--- config.mk ---
export PLATFORM = sky130hd
export DESIGN_NAME = key_matrix_debouncer_core_flat
export DESIGN_NICKNAME = d
export VERILOG_FILES = /design/src/design/kmd_pkg.sv /design/src/design/kmd_if.sv /design/src/design/kmd_scan.sv /design/src/design/kmd_fifo.sv /design/src/design/kmd_emit.sv /design/src/design/key_matrix_debouncer_core.sv /design/src/flat_wrapper.sv
export SDC_FILE = /design/constraint.sdc
export NUM_CORES = 1
export LEC_CHECK = 0
export CAP_MARGIN = 5
export CORE_MARGIN = 1.5
export CORE_UTILIZATION = 35
export DETAILED_ROUTE_END_ITERATION = 6
export DONT_BUFFER_PORTS = 1
export GPL_TIMING_DRIVEN = 0
export PLACE_DENSITY = 0.47
export SYNTH_ARGS = -nofsm -noshare
export SYNTH_HDL_FRONTEND = slang
export SYNTH_SLANG_ARGS = --single-unit
--- constraint.sdc ---
create_clock -name i_clk -period 7.1 [get_ports i_clk]
set_clock_uncertainty 0.1 [all_clocks]
set_input_delay 0.71 -clock i_clk [delete_from_list [all_inputs] [get_ports i_clk]]
set_output_delay 0.71 -clock i_clk [all_outputs]
set_load 0.02 [all_outputs]
--- src/design/kmd_pkg.sv ---
// Shared types and constants for the key matrix debouncer.
package kmd_pkg;

    localparam int unsigned LEVELS_W    = 64;
    localparam int unsigned THR_W       = 8;
    localparam int unsigned POS_W       = 3;
    localparam logic [THR_W-1:0] THR_RESET = 8'd5;

    // Event queue between the scanner and the output stage
    localparam int unsigned QUEUE_DEPTH = 4;
    localparam int unsigned QPTR_W      = 2;
    localparam int unsigned QCNT_W      = 3;

    // One queue word: an event, an end-of-scan mark, or both
    typedef struct packed {
        logic             fire;
        logic [POS_W-1:0] col;
        logic [POS_W-1:0] row;
        logic             down;
        logic             eos;
    } t_evt_entry;

    // Stored per key: pressed flag and debounce count
    typedef struct packed {
        logic             pressed;
        logic [THR_W-1:0] count;
    } t_key_word;

endpackage

--- src/design/kmd_if.sv ---
// Valid/ready channel interfaces for scan words and event words.
interface kmd_scan_if;
    logic                               valid;
    logic                               ready;
    logic [kmd_pkg::LEVELS_W-1:0]       key_levels;

    modport source (output valid, output key_levels, input ready);
    modport sink   (input valid, input key_levels, output ready);
endinterface

interface kmd_event_if;
    logic                               valid;
    logic                               ready;
    logic [kmd_pkg::POS_W-1:0]          event_col;
    logic [kmd_pkg::POS_W-1:0]          event_row;
    logic                               key_down;
    logic                               last_event;

    modport source (output valid, output event_col, output event_row,
                    output key_down, output last_event, input ready);
    modport sink   (input valid, input event_col, input event_row,
                    input key_down, input last_event, output ready);
endinterface

--- src/design/kmd_scan.sv ---
// Scanner: walks every key of a scan word, updates its counter and flag, queues events.
module kmd_scan #(
    parameter int unsigned NUM_COLS = 8,
    parameter int unsigned NUM_ROWS = 8
) (
    input  logic                           i_clk,
    input  logic                           i_rst_n,
    input  logic [kmd_pkg::THR_W-1:0]      i_threshold,
    kmd_scan_if.sink                       i_scan,
    output logic                           o_push,
    output kmd_pkg::t_evt_entry            o_entry,
    input  logic                           i_full
);

    localparam int unsigned NUM_KEYS = NUM_COLS * NUM_ROWS;
    localparam int unsigned KEY_W    = (NUM_KEYS > 1) ? $clog2(NUM_KEYS) : 1;

    typedef enum logic {
        S_IDLE,
        S_RUN
    } t_state;

    t_state                          r_state, n_state;
    logic [KEY_W-1:0]                r_key, n_key;
    logic [kmd_pkg::POS_W-1:0]       r_col, n_col;
    logic [kmd_pkg::POS_W-1:0]       r_row, n_row;
    logic [NUM_KEYS-1:0]             r_levels, n_levels;
    logic [NUM_KEYS-1:0]             r_vld;
    logic                            r_rd_vld;
    kmd_pkg::t_key_word              r_rd_word;
    kmd_pkg::t_key_word              r_mem [NUM_KEYS];

    kmd_pkg::t_key_word              cur, upd;
    logic                            fire, dir, last_key, need_push, advance;
    logic                            rd_en, wr_en;
    logic [KEY_W-1:0]                rd_addr;

    always_comb begin
        cur = r_rd_vld ? r_rd_word : '0;
        upd = cur;
        fire = 1'b0;
        dir = 1'b0;
        if (!cur.pressed && r_levels[0] && (cur.count < i_threshold)) begin
            upd.count = cur.count + 1'b1;
            if (upd.count == i_threshold) begin
                upd.pressed = 1'b1;
                fire = 1'b1;
                dir = 1'b1;
            end
        end else if (cur.pressed && !r_levels[0] && (cur.count != '0)) begin
            upd.count = cur.count - 1'b1;
            if (upd.count == '0) begin
                upd.pressed = 1'b0;
                fire = 1'b1;
            end
        end
    end

    assign last_key  = (r_key == KEY_W'(NUM_KEYS - 1));
    assign need_push = (r_state == S_RUN) && (fire || last_key);
    // Stall on a full queue only when this key has something to queue
    assign advance   = (r_state == S_RUN) && (!need_push || !i_full);

    assign o_push        = need_push && !i_full;
    assign o_entry.fire  = fire;
    assign o_entry.col   = r_col;
    assign o_entry.row   = r_row;
    assign o_entry.down  = dir;
    assign o_entry.eos   = last_key;

    assign i_scan.ready  = (r_state == S_IDLE);

    always_comb begin
        n_state  = r_state;
        n_key    = r_key;
        n_col    = r_col;
        n_row    = r_row;
        n_levels = r_levels;
        rd_en    = 1'b0;
        rd_addr  = '0;
        wr_en    = 1'b0;
        unique case (r_state)
            S_IDLE: begin
                if (i_scan.valid) begin
                    n_state  = S_RUN;
                    n_key    = '0;
                    n_col    = '0;
                    n_row    = '0;
                    n_levels = i_scan.key_levels[NUM_KEYS-1:0];
                    rd_en    = 1'b1;
                end
            end
            S_RUN: begin
                if (advance) begin
                    wr_en = 1'b1;
                    if (last_key) begin
                        n_state = S_IDLE;
                    end else begin
                        n_key    = r_key + 1'b1;
                        n_levels = r_levels >> 1;
                        rd_en    = 1'b1;
                        rd_addr  = r_key + 1'b1;
                        if (r_row == kmd_pkg::POS_W'(NUM_ROWS - 1)) begin
                            n_row = '0;
                            n_col = r_col + 1'b1;
                        end else begin
                            n_row = r_row + 1'b1;
                        end
                    end
                end
            end
            default: n_state = S_IDLE;
        endcase
    end

    always_ff @(posedge i_clk) begin
        if (!i_rst_n) begin
            r_state  <= S_IDLE;
            r_vld    <= '0;
            r_rd_vld <= 1'b0;
        end else begin
            r_state <= n_state;
            if (wr_en) begin
                r_vld[r_key] <= 1'b1;
            end
            if (rd_en) begin
                r_rd_vld <= r_vld[rd_addr];
            end
        end
        r_key    <= n_key;
        r_col    <= n_col;
        r_row    <= n_row;
        r_levels <= n_levels;
    end

    // Key store: write the current key, read the next one in the same cycle
    always_ff @(posedge i_clk) begin
        if (wr_en) begin
            r_mem[r_key] <= upd;
        end
        if (rd_en) begin
            r_rd_word <= r_mem[rd_addr];
        end
    end

endmodule

--- src/design/kmd_fifo.sv ---
// Short event queue between the scanner and the output stage.
module kmd_fifo (
    input  logic                 i_clk,
    input  logic                 i_rst_n,
    input  logic                 i_push,
    input  kmd_pkg::t_evt_entry  i_entry,
    output logic                 o_full,
    input  logic                 i_pop,
    output logic                 o_valid,
    output kmd_pkg::t_evt_entry  o_entry
);

    kmd_pkg::t_evt_entry              r_data [kmd_pkg::QUEUE_DEPTH];
    logic [kmd_pkg::QPTR_W-1:0]       r_wr_ptr, r_rd_ptr;
    logic [kmd_pkg::QCNT_W-1:0]       r_count;
    logic                             do_pop;

    assign o_full  = (r_count == kmd_pkg::QCNT_W'(kmd_pkg::QUEUE_DEPTH));
    assign o_valid = (r_count != '0);
    assign o_entry = r_data[r_rd_ptr];
    assign do_pop  = i_pop && o_valid;

    always_ff @(posedge i_clk) begin
        if (!i_rst_n) begin
            r_wr_ptr <= '0;
            r_rd_ptr <= '0;
            r_count  <= '0;
        end else begin
            if (i_push) begin
                r_wr_ptr <= r_wr_ptr + 1'b1;
            end
            if (do_pop) begin
                r_rd_ptr <= r_rd_ptr + 1'b1;
            end
            if (i_push && !do_pop) begin
                r_count <= r_count + 1'b1;
            end else if (!i_push && do_pop) begin
                r_count <= r_count - 1'b1;
            end
        end
        if (i_push) begin
            r_data[r_wr_ptr] <= i_entry;
        end
    end

endmodule

--- src/design/kmd_emit.sv ---
// Output stage: holds back one event so the final one of a scan can be marked last.
module kmd_emit (
    input  logic                 i_clk,
    input  logic                 i_rst_n,
    input  logic                 i_q_valid,
    input  kmd_pkg::t_evt_entry  i_q_entry,
    output logic                 o_pop,
    kmd_event_if.source          o_event
);

    kmd_pkg::t_evt_entry  r_hold, n_hold;
    logic                 r_hold_vld, n_hold_vld;
    logic                 r_out_vld;
    logic [kmd_pkg::POS_W-1:0] r_out_col, r_out_row;
    logic                 r_out_down, r_out_last;
    logic                 out_free, emit, emit_last;

    assign out_free = !r_out_vld || o_event.ready;

    always_comb begin
        n_hold     = r_hold;
        n_hold_vld = r_hold_vld;
        o_pop      = 1'b0;
        emit       = 1'b0;
        emit_last  = 1'b0;
        if (r_hold_vld && r_hold.eos) begin
            // Held word closes its scan: drain it before taking more
            if (out_free) begin
                emit       = 1'b1;
                emit_last  = 1'b1;
                n_hold_vld = 1'b0;
            end
        end else if (i_q_valid && (!r_hold_vld || out_free)) begin
            o_pop = 1'b1;
            emit  = r_hold_vld;
            if (i_q_entry.fire) begin
                n_hold     = i_q_entry;
                n_hold_vld = 1'b1;
            end else begin
                // Bare end mark: the held event, if any, was the last one
                emit_last  = 1'b1;
                n_hold_vld = 1'b0;
            end
        end
    end

    always_ff @(posedge i_clk) begin
        if (!i_rst_n) begin
            r_hold_vld <= 1'b0;
            r_out_vld  <= 1'b0;
        end else begin
            r_hold_vld <= n_hold_vld;
            if (emit) begin
                r_out_vld <= 1'b1;
            end else if (o_event.ready) begin
                r_out_vld <= 1'b0;
            end
        end
        r_hold <= n_hold;
        if (emit) begin
            r_out_col  <= r_hold.col;
            r_out_row  <= r_hold.row;
            r_out_down <= r_hold.down;
            r_out_last <= emit_last;
        end
    end

    assign o_event.valid      = r_out_vld;
    assign o_event.event_col  = r_out_col;
    assign o_event.event_row  = r_out_row;
    assign o_event.key_down   = r_out_down;
    assign o_event.last_event = r_out_last;

endmodule

--- src/design/key_matrix_debouncer_core.sv ---
// Key matrix debouncer top level: scanner, event queue and output stage.
//
// i_scan takes one scan word per debounce tick: bit col*NUM_ROWS+row is the
// raw level of that key, 1 means down. o_event gives one word per debounced
// press or release, in column-major key order, with last_event set on the
// final word of a scan; a quiet scan gives no word at all.
// i_cfg_we/i_cfg_wdata set the debounce threshold (scan count to accept a
// change); write it only while the block is idle.
// A scan occupies the scanner to take the word and fetch the first key, then
// one key per cycle unless a key that must queue a word meets a full queue,
// via the key store, which writes a key and reads the next in the same cycle.
// i_scan.ready is high only while the scanner is idle.
// Events pass a 4-word queue, a hold register and the output register to
// o_event; the last event of a scan leaves once its end mark is seen.
// When the receiver stalls, the output register holds, the queue fills and
// the scanner stops on the next key that has to queue a word.
// Reset clears every counter and pressed flag at once (per-key valid bits),
// the queue and the output, and sets the threshold to 5.
module key_matrix_debouncer_core #(
    parameter int unsigned NUM_COLS = 8,
    parameter int unsigned NUM_ROWS = 8
) (
    input  logic                       i_clk,
    input  logic                       i_rst_n,
    input  logic                       i_cfg_we,
    input  logic [kmd_pkg::THR_W-1:0]  i_cfg_wdata,
    kmd_scan_if.sink                   i_scan,
    kmd_event_if.source                o_event
);

    logic [kmd_pkg::THR_W-1:0]  r_threshold;
    logic                       push, full, pop, q_valid;
    kmd_pkg::t_evt_entry        push_entry, q_entry;

    always_ff @(posedge i_clk) begin
        if (!i_rst_n) begin
            r_threshold <= kmd_pkg::THR_RESET;
        end else if (i_cfg_we) begin
            r_threshold <= i_cfg_wdata;
        end
    end

    kmd_scan #(
        .NUM_COLS (NUM_COLS),
        .NUM_ROWS (NUM_ROWS)
    ) u_scan (
        .i_clk       (i_clk),
        .i_rst_n     (i_rst_n),
        .i_threshold (r_threshold),
        .i_scan      (i_scan),
        .o_push      (push),
        .o_entry     (push_entry),
        .i_full      (full)
    );

    kmd_fifo u_fifo (
        .i_clk   (i_clk),
        .i_rst_n (i_rst_n),
        .i_push  (push),
        .i_entry (push_entry),
        .o_full  (full),
        .i_pop   (pop),
        .o_valid (q_valid),
        .o_entry (q_entry)
    );

    kmd_emit u_emit (
        .i_clk     (i_clk),
        .i_rst_n   (i_rst_n),
        .i_q_valid (q_valid),
        .i_q_entry (q_entry),
        .o_pop     (pop),
        .o_event   (o_event)
    );

endmodule

--- src/flat_wrapper.sv ---
// flat-port wrapper written by rule: the top's interface ports become plain ports
module key_matrix_debouncer_core_flat 
#(
    parameter int unsigned NUM_COLS = 8,
    parameter int unsigned NUM_ROWS = 8
)
  (i_clk, i_rst_n, i_cfg_we, i_cfg_wdata, i_scan_valid, i_scan_key_levels, i_scan_ready, o_event_valid, o_event_event_col, o_event_event_row, o_event_key_down, o_event_last_event, o_event_ready);
  kmd_scan_if i_scan_i ();
  kmd_event_if o_event_i ();
  input  logic i_clk;
  input  logic i_rst_n;
  input  logic i_cfg_we;
  input  logic [kmd_pkg::THR_W-1:0] i_cfg_wdata;
  input wire logic [$bits(i_scan_i.valid)-1:0] i_scan_valid;
  input wire logic [$bits(i_scan_i.key_levels)-1:0] i_scan_key_levels;
  output wire logic [$bits(i_scan_i.ready)-1:0] i_scan_ready;
  output wire logic [$bits(o_event_i.valid)-1:0] o_event_valid;
  output wire logic [$bits(o_event_i.event_col)-1:0] o_event_event_col;
  output wire logic [$bits(o_event_i.event_row)-1:0] o_event_event_row;
  output wire logic [$bits(o_event_i.key_down)-1:0] o_event_key_down;
  output wire logic [$bits(o_event_i.last_event)-1:0] o_event_last_event;
  input wire logic [$bits(o_event_i.ready)-1:0] o_event_ready;
  assign i_scan_i.valid = i_scan_valid;
  assign i_scan_i.key_levels = i_scan_key_levels;
  assign i_scan_ready = i_scan_i.ready;
  assign o_event_valid = o_event_i.valid;
  assign o_event_event_col = o_event_i.event_col;
  assign o_event_event_row = o_event_i.event_row;
  assign o_event_key_down = o_event_i.key_down;
  assign o_event_last_event = o_event_i.last_event;
  assign o_event_i.ready = o_event_ready;
  key_matrix_debouncer_core #(.NUM_COLS(NUM_COLS), .NUM_ROWS(NUM_ROWS)) u_core (.i_clk(i_clk), .i_rst_n(i_rst_n), .i_cfg_we(i_cfg_we), .i_cfg_wdata(i_cfg_wdata), .i_scan(i_scan_i), .o_event(o_event_i));
endmodule
==> summary.md, run 1 <==
| Metric | Value |
|---|---|
| Clock Sinks | `about 800` |
| Final instance area | `between 30000 and 40000 sq um` |
| DP Worst Slack | `roughly 1.3 ns` |
| Layout cells sized above 1 | `0.1369` |
| Worst vdd ir | `0.0001446 V` |
| CP startpoint kind | `flip-flop` |
| Worst hold path type | `primary input to flip-flop` |
| Die Height | `about 300 um` |
| Max-Cap Viols | `0` |
| Vias in the first global route | `approximately 20000` |
| Vias post-DR | `20170` |
| GRT met3 Usage | `0.03640` |
| CTS tree | `yes` |
| Drt drc | `0` |
| Worst Hold End | `u_core.r_threshold[2]` |
| RSZ-0062 raised after global routing | `no` |
| Total global routing overflow | `0` |
| Sequential area share after synthesis | `0.7119` |
| Layout Cells excl Fill | `approximately 3700` |
| Vias/cell | `around 5.4` |
| Area of the mapped netlist | `between 30000 and 40000 sq um` |
| Syn Nets | `about 2400` |
| CP Class | `flip-flop to flip-flop` |
| H-tree Lvls | `3` |
| Gp weighted congestion | `0.9657` |
| Inst Count DP | `about 3500` |
| DR iter-0 viols | `around 1900` |
| Met2 usage | `0.3199` |
| EDFF count, synth | `713` |
| Minimum clock period | `approximately 6.1 ns` |
| Slew HR | `0.1613` |
| Layout area overhead | `14.73%` |
| Die width | `between 300 and 400 um` |
| Setup TNS | `0 ns` |
| CP required | `roughly 7.3 ns` |
| GRT Overall Usage | `0.2030` |
| Initial antenna violation count | `7` |
| Flop pwr share | `0.488` |
| Largest net degree at the start of global routing | `74` |
| Cell-internal power | `roughly 0.0084 W` |
| Final setup viols | `0` |
| Area contributors post-synth | `edfxtp_1 66%, dfxtp_1 5.2%, nand2_1 3.7%, mux2_2 2.5%, mux2i_1 2.4%` |
| Worst-path clk slew | `0.06 ns` |
| Global-route wire length before repair | `roughly 140000 um` |
| Die area | `94590 sq um` |
| Area leader, netlist | `edfxtp_1` |
| Status | `finished, final reports clean` |
| # nets final | `roughly 2500` |
| First-pass detailed-route iteration total | `7` |
| Post-DP Area | `around 35000 sq um` |
| Final HPWL from detailed placement | `69080 um` |
| Fmax achieved | `around 160 MHz` |
| Net Switching | `~0.003 W` |
| Comb power frac | `0.131` |
| CTS root buffer | `clkbuf_16` |
| Resize count post-CTS | `0` |
| Diodes inserted | `0` |
| Fillers | `8432` |
| Count of input and output buffers | `0` |
| Mapped Avg Cell Area | `14.25 sq um` |
| Met1 usage | `0.2814` |
| Switch share | `0.2625` |
| Slew @ Worst Pin | `1.247 ns` |
| Final WS setup | `1.029 ns` |
| R2R Path End | `u_core.u_scan.r_rd_word[3]` |
| Hold Startpoint | `i_cfg_wdata[2]` |
| Ys flop type | `edfxtp_1` |
| Hold-critical path depth | `2` |
| Endpoint class of the critical path | `flip-flop` |
| Reg area | `between 20000 and 25000 sq um` |
| Post-synth ARST share | `0` |
| Post-CTS Repair Setup Buffers | `0` |
| Critical R2R Launch | `u_core.u_scan.r_rd_vld` |
| # hold bufs at CTS | `0` |
| LEAKAGE | `roughly 12 nW` |
| CTS buffer count | `87` |
| Top Usage Layer GRT | `met2` |
| Post-Syn Instances | `between 2000 and 2500` |
| Most frequent cells in the layout | `713 x edfxtp_1, 321 x nand2_1, 111 x nor2_1` |
| Share of the synthesized area in the top cell type | `0.6595` |
| Commonest non-fill, non-tap cell in the layout | `edfxtp_1` |
| Routed WL per cell | `~26 um` |
| Final Hold Viols | `0` |
| CP max FO | `10` |
| Num ports | `slightly below 90` |
| Clk pwr share | `0.382` |
| Critical path arrival | `around 6.3 ns` |
| Post-DRT Antenna Nets | `0` |
| R2R Setup Slk | `1.03 ns` |
| Row cnt | `between 100 and 150` |
| Synth Warn # | `0` |
| Area of the multi-input gates | `roughly 8700 sq um` |
| P per Cell Area | `between 300 and 400 nW/um^2` |
| Ratio of final minimum period to clock period | `0.8551` |
| Starting density of the core | `0.3536` |
| Clock Latency Late Sink | `about 0.66 ns` |
| #FFs+latches synth | `roughly 800` |
| Maximum clock insertion buffer count | `3` |
| Yosys cell types | `83` |
| Max-slew violations | `0` |
| Reg2Reg Depth | `17` |
| Core ar. | `91800 sq um` |
| Final WL | `around 97000 um` |
==> power groups by stage <==
| stage | Sequential, W | Combinational, W | Clock [W] |
|---|---|---|---|
| after global routing | 0.00556 | 0.00158 | 0.00460 |
| after CTS | 0.00555 | 0.00148 | 0.00443 |
| after detailed placement | 0.00564 | 0.00148 | 0 |
| final | 0.00555 | 0.00149 | 0.00434 |
| after global placement | 0.00572 | 0.00132 | 0 |
| after floorplan | 0.00564 | 0.000796 | 0 |
==> worst max-delay path by stage <==
stage | startpoint | endpoint | slack (ns) | cells after the start
after floorplan | u_core.u_scan.r_rd_vld | u_core.u_scan.r_mem[0][4] | 1.17 | 12
final | u_core.u_scan.r_rd_vld | u_core.u_scan.r_rd_word[3] | 1.03 | 17
after detailed placement | u_core.u_scan.r_rd_vld | u_core.u_scan.r_rd_word[5] | 1.26 | 17
after global routing | u_core.u_scan.r_rd_vld | u_core.u_scan.r_rd_word[5] | 0.89 | 17
after CTS | u_core.u_scan.r_rd_vld | u_core.u_scan.r_rd_word[5] | 1.22 | 17
after global placement | u_core.u_scan.r_rd_vld | u_core.u_scan.r_mem[42][4] | -4.61 | 12
==> critical path, cell delays in order (launching register included) <==
cell       delay [ns]
dfxtp_1          0.48
buf_4            0.24
buf_4            0.22
nand2_1          0.14
inv_1            0.17
ha_1             0.28
nand2_1          0.09
nor3_1           0.31
xnor3_1          0.30
and4b_1          0.25
nand4_4          0.20
nand3_2          0.33
nor2_1           0.89
buf_2            0.44
a22o_1           0.22
a221oi_1         0.07
o2111ai_1        0.58
o22ai_1          0.40
==> synth_stat cells (all sizes together), types with 4 or more instances <==
cell type and instances:
a211oi 13, a21o 14, a21oi 45, a221oi 21, a22o 8, a22oi 15
a31oi 35, a32oi 29, and2 13, and3 19, buf 80, clkbuf 59
dfxtp 85, edfxtp 713, ha 19, inv 28, mux2 73, mux2i 78
mux4 9, nand2 324, nand3 102, nand3b 12, nand4 16, nor2 114
nor2b 12, nor3 11, o2111ai 16, o211ai 4, o21a 66, o21ai 37
o221ai 36, o22ai 74, or3 26, xnor2 16, xor2 8
==> sequential cells by signal (all words and copies together) (netlist names), named ones only <==
name,flops
u_core.u_scan.r_rd_vld,1
u_core.u_emit.o_event.valid,1
u_core.u_emit.o_event.event_row,3
u_core.r_threshold,8
u_core.u_emit.r_hold_vld,1
u_core.u_fifo.r_rd_ptr,2
u_core.u_scan.r_state,1
u_core.u_fifo.r_count,3
u_core.u_scan.r_levels,64
u_core.u_emit.r_hold,8
u_core.u_scan.r_mem,576
u_core.u_fifo.r_wr_ptr,2
u_core.u_emit.o_event.key_down,1
u_core.u_scan.r_row,3
u_core.u_scan.r_rd_word,9
u_core.u_emit.o_event.event_col,3
u_core.u_emit.o_event.last_event,1
u_core.u_fifo.r_data,36
u_core.u_scan.r_vld,64
u_core.u_scan.r_key,6
u_core.u_scan.r_col,3
==> final cells by class <==
class / instances / share of cell area
well taps: 1243 / 0.04176
clock buffers: 100 / 0.05976
repair buffers: 24 / 0.01065
clock inverters: 59 / 0.01307
plain buffers: 139 / 0.01871
inverters: 30 / 0.003091
flip-flops and latches: 798 / 0.6205
multi-input cells: 1311 / 0.2324
==> routing by layer <==
| metal | share of wire | vias to the layer above | routed length, um |
|---|---|---|---|
| li1 | - | 9004 | - |
| met1 | 0.44 | 10329 | 42870 |
| met2 | 0.46 | 685 | 44480 |
| met3 | 0.065 | 150 | 6252 |
| met4 | 0.032 | 2 | 3054 |
| met5 | 0.00013 | - | 13 |
==> through the flow <==
stage,hold WS [ns],utilization,total power [W]
after floorplan,0.3003,-,0.006439
after global placement,0.3052,0.3706,0.007041
after detailed placement,0.3052,0.3761,0.007122
after CTS,0.04252,0.4057,0.01146
after global routing,0.08325,0.4057,0.01174
final,0.09419,0.4057,0.01137
==> cells by family (layout without fill, tap and decap cells) <==
logic type | Yosys count | in the layout | synth area share
fa+ha+maj | 20 | 20 | 0.007940
xor+xnor | 25 | 25 | 0.007169
buf+inv | 169 | 352 | 0.02494
mux | 160 | 160 | 0.05562
simple gates | 674 | 674 | 0.09639
compound gates | 432 | 432 | 0.09601
flops | 798 | 798 | 0.7119
Note: power is estimated with default switching activity, not from simulation.
==> run 2: changes to the inputs <==
- PLACE_DENSITY: 0.47 -> not set
==> run 2 against run 1 <==
Net effect:
- non-clock buffer count fell by 4
- hold slack improved by 0.038 ns
- maximum frequency rose by 1.7%
- largest cell class unchanged
==> summary.md, run 2 (synthesized netlist as in run 1, its figures left out) <==
| Metric | Value |
|---|---|
| CTS root buffer | `clkbuf_16` |
| Buffers and inverters on the worst path | `4 (unchanged)` |
| Final setup viols | `0 (unchanged)` |
| Layout cells sized above 1 | `0.1357 (-0.001260)` |
| Resize count post-CTS | `0 (unchanged)` |
| Routed WL per cell | `24.82 um (-4.9%)` |
| RSZ-0062 raised after global routing | `no` |
| DR iter-0 viols | `2481 (+31%)` |
| Critical path's top delay family | `simple AND/OR/NAND/NOR gates` |
| GRT Overall Usage | `0.1915 (-0.01151)` |
| Drt drc | `0 (unchanged)` |
| Global-route wire length before repair | `133200 um (-4.6%)` |
| Finished Core Util | `0.4048 (-0.0009410)` |
| Largest net degree at the start of global routing | `74 (unchanged)` |
| # nets final | `2478 (-0.40%)` |
| CP startpoint kind | `flip-flop` |
| CP Cell Sequence | `buf_4 -> buf_4 -> nand2_1 -> ha_1 -> nor4bb_1 -> a221oi_1 -> nor3_1 -> and3_1 -> a21oi_4 -> nand2_2 -> buf_2 -> clkbuf_1 -> nand2_1 -> a32oi_1 -> o2111ai_1 -> o22ai_1` |
| Final Hold Viols | `0 (unchanged)` |
| Gp weighted congestion | `0.9518 (-1.4%)` |
| Final WL | `91600 um (-5.2%)` |
| Minimum clock period | `5.967 ns (-0.1041 ns)` |
| Worst vdd ir | `0.0001624 V (+12%)` |
| Most flop-heavy register | `u_core.u_scan.r_mem` |
| Worst-path clk slew | `0.06 ns (about the same)` |
| Maximum clock insertion buffer count | `3 (unchanged)` |
| CP Class | `flip-flop to flip-flop` |
| Slowest CP cell | `o22ai_1` |
| Core ar. | `91800 sq um (unchanged)` |
| Critical path arrival | `6.20 ns (-0.07 ns)` |
| Max stage delay on crit path | `0.62 ns (-0.27 ns)` |
| Count of input and output buffers | `0 (unchanged)` |
| CP required | `7.33 ns (+0.03 ns)` |
| Number of flip-flops in the largest register | `576 (unchanged)` |
| Slew HR | `0.1578 (-0.003508)` |
| Worst hold path type | `primary input to flip-flop` |
| Initial antenna violation count | `3 (-4)` |
| Post-CTS Repair Setup Buffers | `0 (unchanged)` |
| Max-Cap Viols | `0 (unchanged)` |
| CP max FO | `10 (unchanged)` |
| Status | `finished, final reports clean` |
| Most frequent cells in the layout | `713 x edfxtp_1, 321 x nand2_1, 111 x nor2_1` |
| Layout area overhead | `14.46%` |
| Clock Sinks | `798 (unchanged)` |
| CTS buffer count | `81 (-6.9%)` |
| LEAKAGE | `12.37 nW (-0.31%)` |
| Die Height | `307.6 um (unchanged)` |
| Die width | `307.6 um (unchanged)` |
| P per Cell Area | `303.1 nW/um^2 (-0.73%)` |
| Commonest non-fill, non-tap cell in the layout | `edfxtp_1` |
| Slew @ Worst Pin | `1.254 ns (+0.006801 ns)` |
| Fmax achieved | `167.6 MHz (+1.7%)` |
| Die area | `94590 sq um (unchanged)` |
| Num ports | `87 (unchanged)` |
| Total global routing overflow | `0 (unchanged)` |
| # hold bufs at CTS | `0 (unchanged)` |
| Row cnt | `111 (unchanged)` |
| Max-slew violations | `0 (unchanged)` |
| First-pass detailed-route iteration total | `6 (-1)` |
| H-tree Lvls | `3 (unchanged)` |
| CTS tree | `yes` |
| Final HPWL from detailed placement | `63900 um (-7.5%)` |
| Largest regs | `u_core.u_scan.r_mem: 576 flops, u_core.u_scan.r_levels: 64 flops, u_core.u_scan.r_vld: 64 flops` |
| Vias post-DR | `20593 (+2.1%)` |
| Vias in the first global route | `20185 (+1.4%)` |
| Starting density of the core | `0.3536 (unchanged)` |
| Clock Latency Late Sink | `0.64 ns (-0.02 ns)` |
| Min Hold Slack | `0.1323 ns (+0.03810 ns)` |
| Post-DRT Antenna Nets | `0 (unchanged)` |
| Ratio of final minimum period to clock period | `0.8405 (-0.01466)` |
| Endpoint class of the critical path | `flip-flop` |
| Vias/cell | `5.579 (+2.5%)` |
[run 2: final timing paths]
kind,start,to,slack (ns),cells after the start
max,u_core.u_scan.r_rd_vld,u_core.u_scan.r_rd_word[1],1.13,16
min,i_cfg_wdata[0],u_core.r_threshold[0],0.13,2
max reg2reg,u_core.u_scan.r_rd_vld,u_core.u_scan.r_rd_word[1],1.13,16
min reg2reg,u_core.u_emit.r_hold[3],u_core.u_emit.o_event.event_row[1],0.32,0
[run 2: metrics by stage]
stage               std cells  TNS [ns]  setup WS [ns]  power, W  instance area (sq um)
floorplan                2278         0          1.166  0.006439                  32460
global placement         3521   -976.83         -4.394  0.006985                  34020
detailed placement       3541         0          1.351  0.007078                  34500
CTS                      3690         0          1.326   0.01130                  37160
global route             3691         0          1.032   0.01158                  37160
finish                   3691         0          1.133   0.01126                  37160
[run 2: power by group]
part	total, W	switching [W]	internal [W]
logic	0.00146	0.00102	0.000446
registers	0.00554	0.0000845	0.00546
clock network	0.00426	0.00176	0.00250
total	0.0113	0.00286	0.00840
[run 2: final cells by class]
type | instances | area, sq um
Antenna cell | 1 | 2.502
Clock inverter | 47 | 444.2
Timing Repair Buffer | 20 | 366.6
Tap cell | 1243 | 1555
Clock buffer | 102 | 2210
Buffer | 139 | 696.9
Inverter | 30 | 115.1
Multi-Input combinational cell | 1311 | 8657
Sequential cell | 798 | 23110
Fill cell | 8324 | 54640
[run 2: metal layers]
layer | vias up | wire (um) | GRT usage
li1 | 8969 | - | -
met3 | 203 | 7904 | 0.03455
met2 | 1005 | 43430 | 0.3110
met1 | 10416 | 36300 | 0.2510
met4 | 0 | 3963 | 0.08432
met5 | - | 0 | 0
==> run 3: changes to the inputs <==
- clock period: 7.1 -> 5.7 ns (I/O delays scaled with it)
==> run 3 against run 2 <==
Net effect:
- hold slack lost 0.10 ns
- global-route usage is essentially flat
- total power rose by 25%
- highest routed layer is now met5
- setup slack worse by 1.4 ns
- register-to-register slack worse by 1.4 ns
- the flow now finishes with violations (negative setup slack)
- largest cell class unchanged
- routed wire length about the same
- first-iteration DRC count down 7.1%
- critical endpoint is now u_core.u_scan.r_mem[30][3]
- clock power rose by 26%
==> summary.md, run 3 (synthesized netlist as in run 1, its figures left out) <==
| Metric | Value |
|---|---|
| Global-route wire length before repair | `133300 um (about the same)` |
| Post-DRT Antenna Nets | `0 (unchanged)` |
| CTS root buffer | `clkbuf_16` |
| Clk pwr share | `0.380 (+0.002)` |
| First-pass detailed-route iteration total | `6 (unchanged)` |
| Diodes inserted | `0 (-1)` |
| CP startpoint kind | `flip-flop` |
| DR WL met3 | `7512 um (-5.0%)` |
| LEAKAGE | `12.46 nW (+0.70%)` |
| Maximum clock insertion buffer count | `3 (unchanged)` |
| DR iter-0 viols | `2306 (-7.1%)` |
| Gp weighted congestion | `0.9481 (-0.39%)` |
| Min Hold Slack | `0.02832 ns (-0.1040 ns)` |
| Worst setup startpoint | `u_core.u_scan.r_rd_vld` |
| Layout cells sized above 1 | `0.1627 (+0.02698)` |
| Most frequent cells in the layout | `713 x edfxtp_1, 321 x nand2_1, 98 x nand3_1` |
| Fmax achieved | `168.5 MHz (+0.56%)` |
| Final HPWL from detailed placement | `64290 um (+0.61%)` |
| Most common cell on crit path | `nand2_1` |
| Commonest non-fill, non-tap cell in the layout | `edfxtp_1` |
| Slew @ Worst Pin | `1.232 ns (-0.02174 ns)` |
| CP Class | `flip-flop to flip-flop` |
| Initial antenna violation count | `2 (-1)` |
| Starting density of the core | `0.3536 (unchanged)` |
| P per Cell Area | `376.9 nW/um^2 (+24%)` |
| Clock Sinks | `798 (unchanged)` |
| Final WS setup | `-0.2342 ns (-1.367 ns)` |
| CTS buffer count | `81 (unchanged)` |
| Vias post-DR | `20564 (-0.14%)` |
| Max stage delay on crit path | `1.12 ns (+0.50 ns)` |
| Status | `finished, violations left` |
| Drt drc | `0 (unchanged)` |
| Vias in the first global route | `20249 (+0.32%)` |
| Endpoint class of the critical path | `flip-flop` |
| Wire length on met2 | `43270 um (-0.37%)` |
| Failing checks | `negative setup slack` |
| H-tree Lvls | `3 (unchanged)` |
| Die width | `307.6 um (unchanged)` |
| Power, Total | `0.01411 W (+25%)` |
| Final WL | `91660 um (about the same)` |
| Num ports | `87 (unchanged)` |
| CP max FO | `10 (unchanged)` |
| Layout Cells excl Fill | `3696 (+0.14%)` |
| Slowest CP cell | `nor2_1` |
| Core ar. | `91800 sq um (unchanged)` |
| Final setup viols | `66 (+66)` |
| CP required | `5.86 ns (-1.47 ns)` |
| Hold Startpoint | `i_cfg_wdata[5]` |
| Comb power frac | `0.131 (about the same)` |
| Ratio of final minimum period to clock period | `1.041 (+0.2006)` |
| Minimum clock period | `5.934 ns (-0.03319 ns)` |
| Max-Cap Viols | `0 (unchanged)` |
| CP Cell Sequence | `buf_4 -> buf_4 -> nand2_1 -> inv_1 -> ha_1 -> nand2_1 -> nor3_1 -> xnor3_1 -> and4b_1 -> nand4_4 -> nand2_1 -> clkbuf_1 -> a211oi_1 -> nand3_1 -> nor2_1` |
| RSZ-0062 raised after global routing | `yes` |
| Top Layer Used | `met5` |
| Met1 wire length | `36820 um (+1.4%)` |
| Worst vdd ir | `0.0002337 V (+44%)` |
| Max-slew violations | `0 (unchanged)` |
| Total global routing overflow | `0 (unchanged)` |
| Flop pwr share | `0.489 (-0.003)` |
| Clock Latency Late Sink | `0.64 ns (about the same)` |
| Die Height | `307.6 um (unchanged)` |
| Post-CTS Repair Setup Buffers | `0 (unchanged)` |
| # nets final | `2483 (+0.20%)` |
| DP Worst Slack | `-0.007760 ns (-1.359 ns)` |
| Count of input and output buffers | `0 (unchanged)` |
| Switch share | `0.2567 (+0.002586)` |
| CTS tree | `yes` |
| Inst Count DP | `3542 (+0.028%)` |
| Final Hold Viols | `0 (unchanged)` |
| Critical R2R Launch | `u_core.u_scan.r_rd_vld` |
| Worst hold path type | `primary input to flip-flop` |
| Layout area overhead | `15.33%` |
| Net Switching | `0.003623 W (+27%)` |
| Largest regs | `u_core.u_scan.r_mem: 576 flops, u_core.u_scan.r_levels: 64 flops, u_core.u_scan.r_vld: 64 flops` |
| Critical path arrival | `6.09 ns (-0.11 ns)` |
| Largest net degree at the start of global routing | `74 (unchanged)` |
| Number of flip-flops in the largest register | `576 (unchanged)` |
| Vias/cell | `5.564 (-0.28%)` |
| Routed WL per cell | `24.80 um (about the same)` |
| Row cnt | `111 (unchanged)` |
| Die area | `94590 sq um (unchanged)` |
| Slew HR | `0.1757 (+0.01789)` |
| Worst-path clk slew | `0.06 ns (about the same)` |
| Most flop-heavy register | `u_core.u_scan.r_mem` |
| Setup TNS | `-7.467 ns (-7.467 ns)` |
| GRT Overall Usage | `0.1913 (about the same)` |
| Cell-internal power | `0.01049 W (+25%)` |
## run 3: cell types whose count changed in the layout (fill, tap and decap cells not counted), moves of 3 or more
cell           change
buf_12             +3
clkbuf_1           -7
clkbuf_2           +5
clkinv_1          -12
clkinv_2           +9
clkinvlp_4         +5
dlygate4sd3_1      +4
nor2_1            -35
nor2_2            +34
o22ai_1            -7
o22ai_2            +7
## run 3: final timing paths
| check | to | slack [ns] | cells past startpoint |
|---|---|---|---|
| min | u_core.r_threshold[5] | 0.03 | 2 |
| max reg2reg | u_core.u_scan.r_mem[30][3] | -0.23 | 15 |
| max | u_core.u_scan.r_mem[30][3] | -0.23 | 15 |
| min reg2reg | u_core.u_emit.o_event.event_row[2] | 0.32 | 0 |
## run 3: layer usage
layer | up-vias | track usage
li1 | 8982 | -
met4 | 2 | 0.08707
met3 | 190 | 0.03131
met2 | 973 | 0.3104
met5 | - | 0
met1 | 10417 | 0.2519
## run 3: metrics by stage
step	area (sq um)	utilization
after floorplan	32480	-
after global placement	34030	0.3707
after detailed placement	34520	0.3760
after CTS	37270	0.4060
after global routing	37440	0.4078
final	37440	0.4078
## run 3: critical path: cells and delay by family (launching register included)
family,cells,cell delay [ns]
xor+xnor,1,0.30
buf+inv,4,1.04
fa+ha+maj,1,0.30
compound gates,1,0.33
simple gates,8,3.02
flops,1,0.47
## run 3: area by class of cell
| cell class | instances | area, sq um |
|---|---|---|
| fillers | 8308 | 54360 |
| flip-flops and latches | 798 | 23110 |
| multi-input cells | 1311 | 8828 |
| clock buffers | 102 | 2241 |
| well taps | 1243 | 1555 |
| plain buffers | 138 | 701.9 |
| clock inverters | 48 | 459.2 |
| repair buffers | 26 | 427.9 |
| inverters | 30 | 115.1 |
## run 3: power by group through the flow
stage | Combinational, W | Clock [W] | Sequential [W]
after floorplan | 0.000995 | 0 | 0.00702
after global placement | 0.00159 | 0 | 0.00710
after detailed placement | 0.00179 | 0 | 0.00703
after CTS | 0.00180 | 0.00542 | 0.00691
after global routing | 0.00195 | 0.00565 | 0.00692
final | 0.00185 | 0.00536 | 0.00691
## run 3: timing repair
action	4_1_cts	5_1_grt
hold endpoints to repair	4	0
hold buffers	4	0
resized for setup	3	57
endpoints found under the setup margin	7	366
pin swaps	0	1
